<file path="config.mk">
export PLATFORM = sky130hd
export DESIGN_NAME = lazy_free_list_block_allocator
export DESIGN_NICKNAME = d
export VERILOG_FILES = /design/src/rtl/core/lfba_pkg.sv /design/src/rtl/core/lfba_ram.sv /design/src/rtl/core/lazy_free_list_block_allocator.sv
export SDC_FILE = /design/constraint.sdc
export NUM_CORES = 2
export LEC_CHECK = 0
export BUFFER_PORTS_ARGS = -buffer_cell sky130_fd_sc_hd__buf_2
export CORE_MARGIN = 3
export CORE_UTILIZATION = 45
export DETAILED_ROUTE_END_ITERATION = 16
export GPL_ROUTABILITY_DRIVEN = 0
export MAX_ROUTING_LAYER = met4
export PLACE_DENSITY_LB_ADDON = 0.12
export SYNTH_ARGS = -nofsm -noshare
export SYNTH_HDL_FRONTEND = slang
export SYNTH_SLANG_ARGS = --single-unit
</file>
<file path="constraint.sdc">
create_clock -name clk -period 11.1 [get_ports clk]
set_clock_uncertainty 0.1 [all_clocks]
set_input_delay 0.555 -clock clk [delete_from_list [all_inputs] [get_ports clk]]
set_output_delay 0.555 -clock clk [all_outputs]
set_load 0.005 [all_outputs]
</file>
<file path="src/rtl/core/lfba_pkg.sv">
`timescale 1ns / 1ps

package lfba_pkg;

	// Field widths
	localparam int unsigned OP_W     = 2;
	localparam int unsigned IDX_W    = 8;
	localparam int unsigned CNT_W    = 9;
	localparam int unsigned STRIDE_W = 17;
	localparam int unsigned OFFSET_W = 24;
	localparam int unsigned CFG_W    = STRIDE_W;

	// Link memory covers every index that the request word can name
	localparam int unsigned LINK_DEPTH = 1 << IDX_W;

	// Operation codes
	localparam logic [OP_W-1:0] OP_ALLOC = 2'd0;
	localparam logic [OP_W-1:0] OP_FREE  = 2'd1;
	localparam logic [OP_W-1:0] OP_RESET = 2'd2;
	localparam logic [OP_W-1:0] OP_NONE  = 2'd3;

	// Status codes
	localparam logic [1:0] ST_OK          = 2'd0;
	localparam logic [1:0] ST_OUT_OF_MEM  = 2'd1;
	localparam logic [1:0] ST_FREE_IDLE   = 2'd2;
	localparam logic [1:0] ST_RESET_BUSY  = 2'd3;

	// Configuration register indexes
	localparam logic CFG_BLOCK_LIMIT  = 1'b0;
	localparam logic CFG_STRIDE_BYTES = 1'b1;

	// Reset values of configuration registers
	localparam logic [CNT_W-1:0]    BLOCK_LIMIT_RST  = 9'd256;
	localparam logic [STRIDE_W-1:0] STRIDE_BYTES_RST = 17'd64;

	typedef struct packed {
		logic [OP_W-1:0]  operation;
		logic [IDX_W-1:0] block_index;
	} req_t;

	typedef struct packed {
		logic [1:0]          status;
		logic [IDX_W-1:0]    granted_index;
		logic [OFFSET_W-1:0] byte_offset;
		logic [CNT_W-1:0]    active_count;
		logic [CNT_W-1:0]    fresh_remaining;
		logic [CNT_W-1:0]    reusable_count;
	} rsp_t;

endpackage

</file>
<file path="src/rtl/core/lfba_ram.sv">
`timescale 1ns / 1ps

module lfba_ram #(
	parameter int unsigned WIDTH = 8,
	parameter int unsigned DEPTH = 256
) (
	input  logic                     clk,
	input  logic                     we,
	input  logic [$clog2(DEPTH)-1:0] waddr,
	input  logic [WIDTH-1:0]         wdata,
	input  logic [$clog2(DEPTH)-1:0] raddr,
	output logic [WIDTH-1:0]         rdata
);

	logic [WIDTH-1:0] mem_q [DEPTH];

	// Write one entry, register the read word
	always_ff @(posedge clk) begin
		if (we) begin
			mem_q[waddr] <= wdata;
		end
		rdata <= mem_q[raddr];
	end

endmodule

</file>
<file path="src/rtl/core/lazy_free_list_block_allocator.sv">
`timescale 1ns / 1ps

// Fixed-size block allocator over one region. Each request word is an allocate, a free,
// a reset or a no-op; each gives exactly one response word. An allocate reuses the most
// recently freed block (LIFO list whose links live in a 256-entry link RAM), else hands
// out the next fresh block from a bump counter up to min(block_limit, NUM_BLOCKS, 256),
// else reports out of memory. A free is refused while no block is active, a reset while
// any block is active. Offsets are granted_index * stride_bytes, wrapped to 24 bits.
// The accept cycle issues the link RAM read at the list head; in S_EXEC the read word is
// used to update state and the response register. The request side stalls throughout
// S_EXEC, which goes on while the response register is still full and stalled. Write
// configuration only while the block is idle.
module lazy_free_list_block_allocator #(
	parameter int unsigned NUM_BLOCKS = 256
) (
	input  logic                                clk,
	input  logic                                arst_n,
	input  logic                                req_valid,
	output logic                                req_stall,
	input  lfba_pkg::req_t                      req_word,
	output logic                                rsp_valid,
	input  logic                                rsp_stall,
	output lfba_pkg::rsp_t                      rsp_word,
	input  logic                                cfg_we,
	input  logic                                cfg_index,
	input  logic [lfba_pkg::CFG_W-1:0]          cfg_data
);

	localparam logic [lfba_pkg::CNT_W-1:0] LIM_CAP =
		(NUM_BLOCKS >= lfba_pkg::LINK_DEPTH) ? lfba_pkg::CNT_W'(lfba_pkg::LINK_DEPTH)
		                                     : lfba_pkg::CNT_W'(NUM_BLOCKS);

	typedef enum logic {
		S_IDLE,
		S_EXEC
	} state_t;

	state_t                           state_q;
	lfba_pkg::req_t                   req_s1;
	logic [lfba_pkg::CNT_W-1:0]       block_limit_q;
	logic [lfba_pkg::STRIDE_W-1:0]    stride_q;
	logic [lfba_pkg::CNT_W-1:0]       bump_q;
	logic [lfba_pkg::IDX_W-1:0]       head_q;
	logic                             nonempty_q;
	logic [lfba_pkg::CNT_W-1:0]       active_q;
	logic [lfba_pkg::CNT_W-1:0]       listed_q;
	logic                             rsp_valid_q;
	lfba_pkg::rsp_t                   rsp_q;

	logic [lfba_pkg::IDX_W-1:0]       link_rdata;
	logic                             link_we;

	logic [lfba_pkg::CNT_W-1:0]       lim;
	logic                             done;
	logic [1:0]                       status_d;
	logic [lfba_pkg::IDX_W-1:0]       granted_d;
	logic                             grant_ok;
	logic [lfba_pkg::CNT_W-1:0]       bump_d;
	logic [lfba_pkg::IDX_W-1:0]       head_d;
	logic                             nonempty_d;
	logic [lfba_pkg::CNT_W-1:0]       active_d;
	logic [lfba_pkg::CNT_W-1:0]       listed_d;
	logic [lfba_pkg::CNT_W-1:0]       fresh_d;
	logic [lfba_pkg::IDX_W+lfba_pkg::STRIDE_W-1:0] product;

	// Link RAM: read at the list head, written by a free
	lfba_ram #(
		.WIDTH(lfba_pkg::IDX_W),
		.DEPTH(lfba_pkg::LINK_DEPTH)
	) u_link_ram (
		.clk  (clk),
		.we   (link_we),
		.waddr(req_s1.block_index),
		.wdata(head_q),
		.raddr(head_q),
		.rdata(link_rdata)
	);

	assign req_stall = (state_q != S_IDLE);
	assign rsp_valid = rsp_valid_q;
	assign rsp_word  = rsp_q;

	// Finish the request once the response register can take a word
	assign done = (state_q == S_EXEC) && (!rsp_valid_q || !rsp_stall);

	assign lim = (block_limit_q < LIM_CAP) ? block_limit_q : LIM_CAP;

	// Decide the outcome of the held request
	always_comb begin
		status_d   = lfba_pkg::ST_OK;
		granted_d  = '0;
		grant_ok   = 1'b0;
		bump_d     = bump_q;
		head_d     = head_q;
		nonempty_d = nonempty_q;
		active_d   = active_q;
		listed_d   = listed_q;
		link_we    = 1'b0;
		unique case (req_s1.operation)
			lfba_pkg::OP_ALLOC: begin
				if (nonempty_q) begin
					granted_d  = head_q;
					grant_ok   = 1'b1;
					head_d     = link_rdata;
					listed_d   = listed_q - 1'b1;
					nonempty_d = (listed_d != '0);
					active_d   = active_q + 1'b1;
				end else if (bump_q < lim) begin
					granted_d = bump_q[lfba_pkg::IDX_W-1:0];
					grant_ok  = 1'b1;
					bump_d    = bump_q + 1'b1;
					active_d  = active_q + 1'b1;
				end else begin
					status_d = lfba_pkg::ST_OUT_OF_MEM;
				end
			end
			lfba_pkg::OP_FREE: begin
				if (active_q == '0) begin
					status_d = lfba_pkg::ST_FREE_IDLE;
				end else begin
					link_we    = done;
					head_d     = req_s1.block_index;
					nonempty_d = 1'b1;
					listed_d   = listed_q + 1'b1;
					active_d   = active_q - 1'b1;
				end
			end
			lfba_pkg::OP_RESET: begin
				if (active_q != '0) begin
					status_d = lfba_pkg::ST_RESET_BUSY;
				end else begin
					bump_d     = '0;
					head_d     = '0;
					nonempty_d = 1'b0;
					listed_d   = '0;
				end
			end
			lfba_pkg::OP_NONE: begin
			end
			default: begin
			end
		endcase
		fresh_d = (bump_d < lim) ? (lim - bump_d) : '0;
	end

	// Offset of the granted block
	assign product = (lfba_pkg::IDX_W+lfba_pkg::STRIDE_W)'(granted_d)
	               * (lfba_pkg::IDX_W+lfba_pkg::STRIDE_W)'(stride_q);

	// Hold state, configuration and the response register
	always_ff @(posedge clk or negedge arst_n) begin
		if (!arst_n) begin
			state_q       <= S_IDLE;
			block_limit_q <= lfba_pkg::BLOCK_LIMIT_RST;
			stride_q      <= lfba_pkg::STRIDE_BYTES_RST;
			bump_q        <= '0;
			head_q        <= '0;
			nonempty_q    <= 1'b0;
			active_q      <= '0;
			listed_q      <= '0;
			rsp_valid_q   <= 1'b0;
		end else begin
			// Write configuration
			if (cfg_we) begin
				unique case (cfg_index)
					lfba_pkg::CFG_BLOCK_LIMIT:
						block_limit_q <= cfg_data[lfba_pkg::CNT_W-1:0];
					lfba_pkg::CFG_STRIDE_BYTES:
						stride_q <= cfg_data[lfba_pkg::STRIDE_W-1:0];
					default: begin
					end
				endcase
			end
			// Raise the response when a request finishes, drop it once taken
			if (done) begin
				rsp_valid_q <= 1'b1;
			end else if (rsp_valid_q && !rsp_stall) begin
				rsp_valid_q <= 1'b0;
			end
			unique case (state_q)
				S_IDLE: begin
					if (req_valid) begin
						state_q <= S_EXEC;
					end
				end
				S_EXEC: begin
					if (done) begin
						state_q     <= S_IDLE;
						bump_q      <= bump_d;
						head_q      <= head_d;
						nonempty_q  <= nonempty_d;
						active_q    <= active_d;
						listed_q    <= listed_d;
					end
				end
				default: state_q <= S_IDLE;
			endcase
		end
	end

	// Capture the request word and build the response word
	always_ff @(posedge clk) begin
		if (state_q == S_IDLE && req_valid) begin
			req_s1 <= req_word;
		end
		if (done) begin
			rsp_q.status          <= status_d;
			rsp_q.granted_index   <= granted_d;
			rsp_q.byte_offset     <= grant_ok ? product[lfba_pkg::OFFSET_W-1:0] : '0;
			rsp_q.active_count    <= active_d;
			rsp_q.fresh_remaining <= fresh_d;
			rsp_q.reusable_count  <= listed_d;
		end
	end

endmodule
</file>
==> reports/metrics.cfg <==
[setup_path]
path_class = reg -> reg
path_max_fanout = 24
reg2reg_depth = 22
cp_common_cell = inv_1
crit_path_max_incr_delay_ns = 0.88
r2r-start = req_s1[8]$_DFFE_PP_
cp_num_buf_inv = 5
end_kind = flop
reg2reg_to = rsp_word[50]$_SDFFCE_PN0P_
crit_path_start_kind = flop
critPathTopFamily = adder cells
rrSetupSlack_ns = 3.12
critPathSlowestCell = nor2_1
path_cells = inv_1 > ha_1 > inv_1 > nor2_1 > a22o_1 > nand2_1 > fa_1 > fa_1 > inv_1 > fa_1 > inv_1 > fa_1 > inv_1 > ha_1 > a21oi_1 > nand2_1 > o211ai_1 > a31oi_1 > a221o_1 > a31oi_1 > xnor2_1 > nor2_1
worstPathRequired_ns = 11.55
arrival_ns = 8.43

[clocking]
cts_buffers = 222
htreeDepth = 4
cts_resized = 0
post_cts_buffers = 0
ctsRootBufferMaster = clkbuf_16
ctsHoldBuffers = 30
tritoncts = built
clk_pin_slew_ns = 0.06
insertion_delay_ns = 0.85
cts_buffer_depth = 3
cts.sinks = 2191

[synth]
syn_avg_cell_area_sq_um = 19.3
synth.largest_area_cell = edfxtp_1
syn_nets = 4872
syn-cell-area_sq_um = 90300
synth_cell_types = 71
synth_area_leaders = edfxtp_1 71%, mux4_2 13%, fa_1 2.0%
synth_edf_count = 2119
yosys.area.top_type_share_pct = 70.5
yosysSeqAreaShare_pct = 72.5
async_flop_share_pct = 2.92
synth_seq_cells = 2191
yosys_most_used_dff = edfxtp_1
synth_cells = 4677
ys_warn_count = 0

[floorplan]
dieArea_sq_um = 206000
coreArea_sq_um = 198000
dieWidth_um = 454
ios = 96
initial_core_util_pct = 45.5
rows = 163
chipHeight_um = 454

[global_routing]
antenna_found_initial = 7
grt_max_degree = 176
grt_pass1_wl_mm = 320
top_usage_layer = met2
grt_overflow_total = 0
track_usage_pct = 21.9
use_met2_pct = 33.7
met3_usage_pct = 3.12
grt_util_met1_pct = 31.4
grt_pass1_vias = 45200

[routing]
ant_nets = 0
first_pass_iters = 5
num_vias = 44300
drt_iter0_drc = 4394
drc = 0
wl_per_cell_um = 28.2
drt_wl_total_mm = 217
vias_per_cell = 5.78

[outcome]
status = finished with violations
violations = max-capacitance violations

[placement]
dp_hpwl_mm = 131
io_buffer_count = 95
place_area_sq_um = 93600

[finish]
syn2layout_area_growth_pct = 12.3
drive_gt1_share_pct = 21.8
multi_input_area_sq_um = 23300
regArea_sq_um = 65400
post-route-util_pct = 51.1
n_fill_cell = 15800
fin_area_sq_um = 101000
finalNetCount = 5031

[timing]
max_slew.worst_pin.slew_ns = 1.47
slew_violations = 0
fin_crit_ns = 7.98
slew_headroom_pct = 1.91
setup_tns_ns = 0
setup_viol_count_final = 0
finalHoldViolCount = 0
timing.final.crit_share_pct = 71.9
clock.fmax_ghz = 0.125
rsz0062_at_grt = no

[min_path]
hold_class = in -> reg
hold_start = cfg_index
hold_path_end = block_limit_q[8]$_DFFE_PN1P_
hold_depth = 4

[power]
vdd_drop_max_mv = 0.170
power_density_nw_per_um2 = 237
leakage_nw = 32.5

[flow_run]
maxCapViolations = 1

-- Yosys cell counts, types with 4 or more instances --
cell type and number:
nor3_1 31, o2111ai_1 10, o22ai_1 41, xnor2_1 24
ha_1 72, nor2b_1 27, fa_1 90, nand4_1 10
and2_1 110, o21a_1 6, buf_2 62, o21bai_1 4
mux2i_1 120, nor2_1 341, mux2_2 29, and3_1 24
a22o_1 8, nand2b_1 27, o211ai_1 16, a211oi_1 45
a31oi_1 11, nor4_1 6, or3_1 5, clkbuf_1 135
a21o_1 11, nand3_1 45, buf_1 21, o21ai_1 4
a22oi_1 66, inv_1 124, a21oi_1 78, o21ai_0 48
nand2_1 164, buf_4 40, xor2_1 20, mux4_2 537
dfrtp_1 62, o221ai_1 30, edfxtp_1 2119, dfxtp_1 8
a221oi_1 5
-- final cells by class --
cell class	instances	share of cell area, %
diodes	3	0.00741
clock buffers	275	5.76
clock inverters	145	1.58
inverters	127	0.472
multi-input cells	2098	23.0
flip-flops and latches	2191	64.6
well taps	2640	3.26
repair buffers	196	1.42
-- through the flow --
stage,setup slack (ns),power [mW],instances,hold slack [ns]
floorplan,1.88,14.6,4677,0.159
global placement,3.22,16.7,7222,0.406
detailed placement,3.10,16.7,7222,0.404
CTS,3.07,24.3,7672,0.0434
global route,2.53,25.0,7674,0.104
finish,3.12,24.0,7675,0.113
-- sequential cells by signal, summed over array words and instances (netlist names), 8 cells and up --
register,flops
active_q,9
block_limit_q,9
bump_q,9
head_q,8
listed_q,9
req_s1,10
rsp_word,61
stride_q,17
u_link_ram.mem_q,2048
u_link_ram.rdata,8
-- power by group --
group	internal, mW	switching [mW]	leakage (nW)
clock network	4.33	3.22	3.62
logic	2.22	3.74	8.68
registers	10.2	0.328	20.2
-- worst max path at each step --
stage,startpoint,to,slack (ns),cells after the start
2_1_floorplan,head_q[2]$_DFFE_PN0P_,rsp_word[50]$_SDFFCE_PN0P_,1.88,23
3_3_place_gp,req_s1[8]$_DFFE_PP_,rsp_word[50]$_SDFFCE_PN0P_,3.22,22
3_5_place_dp,req_s1[8]$_DFFE_PP_,rsp_word[50]$_SDFFCE_PN0P_,3.10,22
4_1_cts,req_s1[8]$_DFFE_PP_,rsp_word[50]$_SDFFCE_PN0P_,3.07,22
5_1_grt,req_s1[8]$_DFFE_PP_,rsp_word[50]$_SDFFCE_PN0P_,2.53,22
6_report,req_s1[8]$_DFFE_PP_,rsp_word[50]$_SDFFCE_PN0P_,3.12,22
-- worst min-delay path, cell delays in order --
cell	delay [ns]
buf_2	0.09
nor2b_1	0.16
nand2_1	0.11
o21ai_0	0.10
-- routing by layer --
metal / wire length (um) / vias to the layer above
met5: 0 / -
met4: 4710 / 0
met3: 11500 / 278
met2: 105000 / 1280
met1: 95600 / 23600
li1: - / 19100
-- cells by family after synthesis --
group / after synthesis / share of synthesized area [%]
buf+inv: 388 / 1.89
mux: 686 / 15.1
xor+xnor: 44 / 0.427
flops: 2191 / 72.5
fa+ha+maj: 162 / 2.99
compound gates: 399 / 3.00
simple gates: 807 / 4.14
-- placed cells by master (no fill, tap or decap), drive strengths merged, types with 66 or more instances in the layout --
master,synthesis,final
edfxtp,2119,2119
mux4,537,537
nor2,342,342
clkbuf,135,275
nand2,166,166
buf,126,166
inv,125,132
mux2i,120,120
clkinv,2,112
and2,110,110
fa,90,90
a21oi,78,78
ha,72,72
a22oi,66,66
Note: power is estimated with default switching activity, not from simulation.
